`config.mk`:
```
export PLATFORM = sky130hd
export DESIGN_NAME = square_matrix_power
export DESIGN_NICKNAME = d
export VERILOG_FILES = /design/src/rtl/core/smp_pkg.sv /design/src/rtl/core/smp_store.sv /design/src/rtl/core/smp_mac.sv /design/src/rtl/core/square_matrix_power.sv
export SDC_FILE = /design/constraint.sdc
export NUM_CORES = 2
export LEC_CHECK = 0
export CORE_MARGIN = 5
export CORE_UTILIZATION = 45
export DETAILED_ROUTE_END_ITERATION = 10
export DONT_BUFFER_PORTS = 1
export PLACE_DENSITY = 0.6
export SETUP_SLACK_MARGIN = 0.4
export SLEW_MARGIN = 20
export SYNTH_ARGS = -nofsm -noshare
export SYNTH_HDL_FRONTEND = slang
export SYNTH_SLANG_ARGS = --single-unit
```
`constraint.sdc`:
```
create_clock -name clk_i -period 19.69 [get_ports clk_i]
set_input_delay 2.9535 -clock clk_i [delete_from_list [all_inputs] [get_ports clk_i]]
set_output_delay 2.9535 -clock clk_i [all_outputs]
set_load 0.01 [all_outputs]
```
`src/rtl/core/smp_pkg.sv`:
```
`default_nettype none

package smp_pkg;

  localparam int unsigned MaxOrder    = 4;
  localparam int unsigned ElemWidth   = 32;
  localparam int unsigned MaxExponent = 255;
  localparam int unsigned OrderWidth  = 3;
  localparam int unsigned ExpWidth    = 8;
  localparam int unsigned OrderReset  = 4;

  typedef logic [ElemWidth-1:0] elem_t;

  typedef enum logic [4:0] {
    StIdle  = 5'b00001,
    StMul   = 5'b00010,
    StDrain = 5'b00100,
    StRead  = 5'b01000,
    StOut   = 5'b10000
  } state_e;

  // control that rides along with one multiply-accumulate step
  typedef struct packed {
    logic valid;
    logic first;
    logic last;
  } mac_ctl_t;

endpackage

`default_nettype wire

```
`src/rtl/core/smp_store.sv`:
```
`default_nettype none

module smp_store #(
  parameter int unsigned MAX_ORDER = smp_pkg::MaxOrder,
  localparam int unsigned Cells = MAX_ORDER * MAX_ORDER,
  localparam int unsigned CW = (Cells > 1) ? $clog2(Cells) : 1,
  localparam int unsigned ProdDepth = 2 ** (CW + 1)
) (
  input  wire                 clk_i,
  input  wire                 src_we_i,
  input  wire [CW-1:0]        src_waddr_i,
  input  smp_pkg::elem_t      src_wdata_i,
  input  wire [CW-1:0]        src_raddr_i,
  output smp_pkg::elem_t      src_rdata_o,
  input  wire                 prod_we_i,
  input  wire [CW:0]          prod_waddr_i,
  input  smp_pkg::elem_t      prod_wdata_i,
  input  wire [CW:0]          prod_raddr_i,
  output smp_pkg::elem_t      prod_rdata_o
);

  smp_pkg::elem_t src_mem  [Cells];
  smp_pkg::elem_t prod_mem [ProdDepth];
  smp_pkg::elem_t src_rdata_q;
  smp_pkg::elem_t prod_rdata_q;

  always_ff @(posedge clk_i) begin
    if (src_we_i) begin
      src_mem[src_waddr_i] <= src_wdata_i;
    end
    src_rdata_q <= src_mem[src_raddr_i];
  end

  // two banks: running product and the one being formed
  always_ff @(posedge clk_i) begin
    if (prod_we_i) begin
      prod_mem[prod_waddr_i] <= prod_wdata_i;
    end
    prod_rdata_q <= prod_mem[prod_raddr_i];
  end

  assign src_rdata_o  = src_rdata_q;
  assign prod_rdata_o = prod_rdata_q;

endmodule

`default_nettype wire

```
`src/rtl/core/smp_mac.sv`:
```
`default_nettype none

module smp_mac #(
  parameter int unsigned MAX_ORDER = smp_pkg::MaxOrder,
  localparam int unsigned Cells = MAX_ORDER * MAX_ORDER,
  localparam int unsigned CW = (Cells > 1) ? $clog2(Cells) : 1
) (
  input  wire                 clk_i,
  input  wire                 rst_ni,
  input  smp_pkg::mac_ctl_t   ctl_i,
  input  wire [CW-1:0]        dest_i,
  input  smp_pkg::elem_t      a_i,
  input  smp_pkg::elem_t      b_i,
  output logic                wr_en_o,
  output logic [CW-1:0]       wr_addr_o,
  output smp_pkg::elem_t      wr_data_o
);

  smp_pkg::mac_ctl_t ctl1_q, ctl2_q;
  logic [CW-1:0]     dest1_q, dest2_q;
  smp_pkg::elem_t    prod_q;
  smp_pkg::elem_t    acc_q, acc_d;

  // stage 1 lines up with registered read data, stage 2 holds the product
  always_ff @(posedge clk_i or negedge rst_ni) begin
    if (!rst_ni) begin
      ctl1_q <= '0;
      ctl2_q <= '0;
    end else begin
      ctl1_q <= ctl_i;
      ctl2_q <= ctl1_q;
    end
  end

  always_ff @(posedge clk_i) begin
    dest1_q <= dest_i;
    dest2_q <= dest1_q;
    prod_q  <= a_i * b_i;
    acc_q   <= acc_d;
  end

  always_comb begin
    if (ctl2_q.first) begin
      acc_d = prod_q;
    end else begin
      acc_d = acc_q + prod_q;
    end
  end

  assign wr_en_o   = ctl2_q.valid & ctl2_q.last;
  assign wr_addr_o = dest2_q;
  assign wr_data_o = acc_d;

endmodule

`default_nettype wire

```
`src/rtl/core/square_matrix_power.sv`:
```
// load: one element beat per cycle while idle and no order write is pending, n*n beats, n
// being the order clamped to 1..MAX_ORDER; the last beat carries the exponent; compute:
// exponent-1 matrix multiplies through one 32x32 multiply-accumulate, each then a drain
// output: n*n result beats, each a memory read, then a hold until taken; reset: order returns
// to 4, load position and sequencer clear; element stores are undefined until loaded
`default_nettype none

module square_matrix_power #(
  parameter int unsigned MAX_ORDER    = smp_pkg::MaxOrder,
  parameter int unsigned MAX_EXPONENT = smp_pkg::MaxExponent
) (
  input  wire                                 clk_i,
  input  wire                                 rst_ni,
  input  wire                                 cfg_we_i,
  input  wire [smp_pkg::OrderWidth-1:0]       cfg_wdata_i,
  input  wire                                 in_valid_i,
  output logic                                in_ready_o,
  input  wire signed [smp_pkg::ElemWidth-1:0] element_i,
  input  wire [smp_pkg::ExpWidth-1:0]         exponent_i,
  output logic                                out_valid_o,
  input  wire                                 out_ready_i,
  output logic signed [smp_pkg::ElemWidth-1:0] value_o,
  output logic                                last_o
);

  localparam int unsigned Cells = MAX_ORDER * MAX_ORDER;
  localparam int unsigned CW = (Cells > 1) ? $clog2(Cells) : 1;
  localparam int unsigned IW = (MAX_ORDER > 1) ? $clog2(MAX_ORDER) : 1;
  localparam int unsigned EW = (MAX_EXPONENT > 1) ? $clog2(MAX_EXPONENT + 1) : 1;
  localparam logic [1:0] DrainLast = 2'd2;

  smp_pkg::state_e state_q, state_d;
  logic [smp_pkg::OrderWidth-1:0] order_q;
  logic [IW-1:0] r_q, r_d, c_q, c_d, k_q, k_d;
  logic [EW-1:0] steps_q, steps_d;
  logic [1:0]    drain_q, drain_d;
  logic          bank_q, bank_d;
  logic          ident_q, ident_d;

  logic [31:0]   n32;
  logic [IW-1:0] nm1;
  logic [EW-1:0] exp_sat;
  logic          last_rc;
  logic          load_we;

  smp_pkg::mac_ctl_t mac_ctl;
  logic              mac_wr_en;
  logic [CW-1:0]     mac_wr_addr;
  smp_pkg::elem_t    mac_wr_data;
  smp_pkg::elem_t    src_rdata, prod_rdata;
  logic [CW-1:0]     idx_rc, idx_rk, idx_kc;
  logic [CW:0]       prod_raddr, prod_waddr;
  smp_pkg::elem_t    out_data;

  function automatic logic [CW-1:0] cell_idx(logic [IW-1:0] row, logic [IW-1:0] col,
                                             logic [31:0] n);
    logic [31:0] sum;
    sum = 32'(row) * n + 32'(col);
    return sum[CW-1:0];
  endfunction

  always_comb begin
    if (order_q == '0) begin
      n32 = 32'd1;
    end else if (32'(order_q) > MAX_ORDER) begin
      n32 = 32'(MAX_ORDER);
    end else begin
      n32 = 32'(order_q);
    end
  end

  assign nm1     = IW'(n32 - 32'd1);
  assign exp_sat = (32'(exponent_i) > MAX_EXPONENT) ? EW'(MAX_EXPONENT) : EW'(exponent_i);
  assign last_rc = (r_q == nm1) && (c_q == nm1);
  assign idx_rc  = cell_idx(r_q, c_q, n32);
  assign idx_rk  = cell_idx(r_q, k_q, n32);
  assign idx_kc  = cell_idx(k_q, c_q, n32);

  always_comb begin
    state_d = state_q;
    r_d = r_q;
    c_d = c_q;
    k_d = k_q;
    steps_d = steps_q;
    drain_d = drain_q;
    bank_d = bank_q;
    ident_d = ident_q;
    load_we = 1'b0;
    mac_ctl = '0;
    in_ready_o = 1'b0;
    out_valid_o = 1'b0;
    unique case (state_q)
      smp_pkg::StIdle: begin
        in_ready_o = !cfg_we_i;
        if (cfg_we_i) begin
          r_d = '0;
          c_d = '0;
        end else if (in_valid_i) begin
          load_we = 1'b1;
          if (c_q == nm1) begin
            c_d = '0;
            r_d = r_q + 1'b1;
          end else begin
            c_d = c_q + 1'b1;
          end
          if (last_rc) begin
            r_d = '0;
            c_d = '0;
            k_d = '0;
            if (exp_sat == '0) begin
              ident_d = 1'b1;
              state_d = smp_pkg::StRead;
            end else begin
              ident_d = 1'b0;
              steps_d = exp_sat - 1'b1;
              state_d = (exp_sat == EW'(1)) ? smp_pkg::StRead : smp_pkg::StMul;
            end
          end
        end
      end
      smp_pkg::StMul: begin
        mac_ctl.valid = 1'b1;
        mac_ctl.first = (k_q == '0);
        mac_ctl.last  = (k_q == nm1);
        if (k_q == nm1) begin
          k_d = '0;
          if (c_q == nm1) begin
            c_d = '0;
            if (r_q == nm1) begin
              r_d = '0;
              drain_d = '0;
              state_d = smp_pkg::StDrain;
            end else begin
              r_d = r_q + 1'b1;
            end
          end else begin
            c_d = c_q + 1'b1;
          end
        end else begin
          k_d = k_q + 1'b1;
        end
      end
      smp_pkg::StDrain: begin
        drain_d = drain_q + 1'b1;
        if (drain_q == DrainLast) begin
          bank_d  = ~bank_q;
          steps_d = steps_q - 1'b1;
          state_d = (steps_q == EW'(1)) ? smp_pkg::StRead : smp_pkg::StMul;
        end
      end
      smp_pkg::StRead: begin
        state_d = smp_pkg::StOut;
      end
      smp_pkg::StOut: begin
        out_valid_o = 1'b1;
        if (out_ready_i) begin
          if (last_rc) begin
            r_d = '0;
            c_d = '0;
            state_d = smp_pkg::StIdle;
          end else begin
            if (c_q == nm1) begin
              c_d = '0;
              r_d = r_q + 1'b1;
            end else begin
              c_d = c_q + 1'b1;
            end
            state_d = smp_pkg::StRead;
          end
        end
      end
      default: begin
        state_d = smp_pkg::StIdle;
      end
    endcase
  end

  always_ff @(posedge clk_i or negedge rst_ni) begin
    if (!rst_ni) begin
      state_q <= smp_pkg::StIdle;
      order_q <= smp_pkg::OrderWidth'(smp_pkg::OrderReset);
      r_q     <= '0;
      c_q     <= '0;
      k_q     <= '0;
      steps_q <= '0;
      drain_q <= '0;
      bank_q  <= 1'b0;
      ident_q <= 1'b0;
    end else begin
      state_q <= state_d;
      r_q     <= r_d;
      c_q     <= c_d;
      k_q     <= k_d;
      steps_q <= steps_d;
      drain_q <= drain_d;
      bank_q  <= bank_d;
      ident_q <= ident_d;
      if (cfg_we_i) begin
        order_q <= cfg_wdata_i;
      end
    end
  end

  // running product is read from bank_q, the new product goes to the other bank
  assign prod_raddr = (state_q == smp_pkg::StMul) ? {bank_q, idx_rk} : {bank_q, idx_rc};
  assign prod_waddr = mac_wr_en ? {~bank_q, mac_wr_addr} : {bank_q, idx_rc};

  smp_store #(
    .MAX_ORDER(MAX_ORDER)
  ) u_store (
    .clk_i        (clk_i),
    .src_we_i     (load_we),
    .src_waddr_i  (idx_rc),
    .src_wdata_i  (unsigned'(element_i)),
    .src_raddr_i  (idx_kc),
    .src_rdata_o  (src_rdata),
    .prod_we_i    (load_we | mac_wr_en),
    .prod_waddr_i (prod_waddr),
    .prod_wdata_i (mac_wr_en ? mac_wr_data : unsigned'(element_i)),
    .prod_raddr_i (prod_raddr),
    .prod_rdata_o (prod_rdata)
  );

  smp_mac #(
    .MAX_ORDER(MAX_ORDER)
  ) u_mac (
    .clk_i     (clk_i),
    .rst_ni    (rst_ni),
    .ctl_i     (mac_ctl),
    .dest_i    (idx_rc),
    .a_i       (prod_rdata),
    .b_i       (src_rdata),
    .wr_en_o   (mac_wr_en),
    .wr_addr_o (mac_wr_addr),
    .wr_data_o (mac_wr_data)
  );

  assign out_data = ident_q ? {{(smp_pkg::ElemWidth-1){1'b0}}, (r_q == c_q)} : prod_rdata;
  assign value_o  = signed'(out_data);
  assign last_o   = last_rc;

  a_no_overlap: assert property (@(posedge clk_i) disable iff (!rst_ni)
    !(in_ready_o && out_valid_o))
    else $error("input and output beats overlap");

  a_mac_write_window: assert property (@(posedge clk_i) disable iff (!rst_ni)
    mac_wr_en |-> (state_q == smp_pkg::StMul || state_q == smp_pkg::StDrain))
    else $error("product write outside multiply");

  a_steps_pending: assert property (@(posedge clk_i) disable iff (!rst_ni)
    (state_q == smp_pkg::StMul || state_q == smp_pkg::StDrain) |-> (steps_q != '0))
    else $error("multiply with no step left");

  a_bank_stable: assert property (@(posedge clk_i) disable iff (!rst_ni)
    (state_q == smp_pkg::StMul) |=> $stable(bank_q))
    else $error("bank swapped during multiply");

endmodule

`default_nettype wire

```
==> metrics.cfg <==
[sta]
final_max_slew_viol_count = 0
worstMarginPinSlew_ps = 1150
fmax_mhz = 124
setup_tns_ps = 0
fin_crit_ps = 8030
finClkSkew_ps = 42.5
maxSlewHeadroom_pct = 22.9
rsz0062_at_grt = no
hold_viol_final = 0
setup_viol_count_final = 0
post-route-period-util_pct = 40.8

[critical_path]
cp-end-kind = flip-flop
arrival_ps = 8700
crit-reg2reg-launch = u_store.src_rdata_o[7]$_DFF_P_
crit_chain = and2_1, fa_1, fa_1, fa_1, inv_1, fa_1, inv_1, fa_1, inv_1, fa_1, inv_1, fa_1, fa_1, ha_1, a211oi_1, nand2_1, a32o_1, or2_2, o21ai_0, nor2_1, a2111oi_4, a21oi_1, xnor2_1
cp_common_cell = fa_1
path_max_fanout = 25
crit_path_start_kind = flip-flop
crit_type = reg2reg
cp_top_family = adder cells
cp_num_buf_inv = 4
required_ps = 20360
critPathSlowestCell = dfxtp_1
slowest_delay_ps = 1070
cp-startpoint = u_store.src_rdata_o[7]$_DFF_P_
reg2reg_setup_slack_ps = 11660

[layout]
layoutNonFillerInstCount = 8565
final_common_cell = edfxtp_1
drive_gt1_share_pct = 10.6
final_nets = 6577
nFillCells = 15461
area_growth_syn_to_layout_pct = 10.5
final_cell_mix = edfxtp_1 (1536), nand2_1 (877), and2_1 (550)

[floorplanning]
dieArea_um2 = 193000
die_x_um = 439
core.rowCount = 157
die_h_um = 439
io_pins = 83
core_area_um2 = 183000
start_util_pct = 45.3

[clocking]
clockRootBuffer = clkbuf_16
path_clk_slew_ps = 60
cts_buffers = 177
ctsHoldBuffers = 0
cts_tree = yes
clock_latency_ps = 820
cts_setup_buffers = 0
cts_resized = 0
cts_max_path_buffers = 3
clkSinkCount = 1704
h-tree-depth = 4

[global_routing]
antenna_found_initial = 4
overflow = 0
grt_pass1_vias = 48938
grt_pass1_wl_mm = 325
grt_max_degree = 195
track_usage_pct = 22.8

[route]
routed_wl_mm = 220
ant_nets = 0
drcViolationCount = 0
first_pass_iters = 6
vias = 48774
drt_iter0_drc = 4914
viasPerCell = 5.69
wire_per_inst_um = 25.7

[placed_design]
io_buffer_count = 0
gp_congestion = 0.841
hpwl_mm = 124
place_inst = 8229

[run]
cap_violations = 0

[yosys]
ys_seq_elements = 1704
synth-xor-area-share_pct = 1.40
synthCells = 6002
synthSimpleGateAreaFrac_pct = 9.90
synth_compound_area_share_pct = 7.67
synthAdderAreaFrac_pct = 12.5
synth_nets = 6634
syn_avg_cell_area_um2 = 13.8
synthArstFlopShare_pct = 1.88
synth_edf_count = 1536
yosys-top-cells-area = edfxtp_1 (56%), fa_1 (10%), mux4_2 (4.3%), and2_1 (4.2%), nand2_1 (4.0%)
yosysSeqAreaShare_pct = 59.8
synth_top_cell_area_share_pct = 55.6
synthFlopType = edfxtp_1
yosys.area.top_type = edfxtp_1
synth_warnings = 0
ys_types = 79
synth.area.mux_share_pct = 4.79
netlist_area_um2 = 83000
synth_top_family_by_area = adder cells

[hold_path]
holdCritPathClass = reg2reg
hold_start = u_mac.dest1_q[0]$_DFF_P_

[status]
status = completed

logic make-up (layout without fill, tap and decap cells):
group	count (synthesis)	after routing
AND/OR/NAND/NOR	1716	1716
flip-flops	1704	1704
AO/OA/AOI/OAI	883	883
buffers and inverters	792	882
adder cells (fa/ha/maj)	584	584
multiplexers	191	191
XOR/XNOR	132	132
other	0	9
per-stage QoR:
stage          hold WS [ps]  setup WS [ps]  util [%]  cell area (um2)
2_1_floorplan           310          12650         -            83000
3_3_place_gp            310          11780      46.9            86000
3_5_place_dp            313          11740      46.9            86000
4_1_cts                 326          11700      50.0            91700
5_1_grt                 333          11330      50.0            91700
6_report                326          11660      50.1            91700
cell type report:
cell class / instances / area (um2) / share of cell area, %
clock buffer: 235 / 4720 / 5.14
sequential: 1704 / 49700 / 54.1
multi-input combinational: 3506 / 30700 / 33.4
timing repair buffer: 123 / 993 / 1.08
clock inverter: 91 / 951 / 1.04
antenna: 9 / 22.5 / 0.0246
tap: 2464 / 3080 / 3.36
inverter: 433 / 1630 / 1.78
cell usage after synthesis (7+ instances only):
cell / n
mux4_2: 160
o21a_1: 17
edfxtp_1: 1536
and3_1: 7
nand3_1: 15
and2_1: 551
buf_2: 74
xnor2_1: 90
nand2b_1: 13
a311oi_1: 130
a211oi_1: 388
a21o_1: 27
buf_1: 11
buf_4: 11
a31oi_1: 140
nor3_1: 12
o21ai_0: 83
ha_1: 170
nand2_1: 881
a21oi_1: 44
mux2_2: 27
inv_1: 432
nor2_1: 126
buf_6: 12
nor4_1: 40
nor2b_1: 42
clkbuf_1: 250
dfrtp_1: 30
dfxtp_1: 136
fa_1: 414
xor2_1: 41
layer usage:
metal | vias up | GRT usage, % | routed length [um]
met2 | 1643 | 37.0 | 105000
li1 | 21489 | - | -
met3 | 290 | 3.89 | 15600
met5 | - | 0 | 0
met4 | 0 | 6.01 | 5790
met1 | 25352 | 32.0 | 93500
registers in the layout, summed over array words and instances (netlist names), 4 cells and up:
signal	count
steps_q	8
state_q	5
u_store.src_rdata_o	32
u_mac.dest1_q	4
u_store.src_mem	512
u_store.prod_rdata_o	32
u_mac.prod_q	32
u_mac.acc_q	32
u_mac.wr_addr_o	4
u_store.prod_mem	1024
worst paths after layout:
path                                               to  cells after the start
max in group asynchronous      order_q[2]$_DFFE_PN1P_                      0
setup reg to reg             u_mac.prod_q[31]$_DFF_P_                     23
setup / recovery             u_mac.prod_q[31]$_DFF_P_                     23
hold reg to reg            u_mac.wr_addr_o[0]$_DFF_P_                      0
hold / removal             u_mac.wr_addr_o[0]$_DFF_P_                      0
min in group asynchronous      steps_q[4]$_DFFE_PN0P_                      0
worst reg2reg max path: cells and delay by family (launching register included):
family	cells	cell delay, ps
buffers and inverters	4	220
and+or+nand+nor	4	830
AOI/OAI and AO/OA	5	1380
adders and majority gates	9	4250
DFF	1	1070
xor gates and xnor gates	1	140
Power is not shown: default switching activity piles up to over one toggle a cycle in this logic, so the estimate is an artifact.
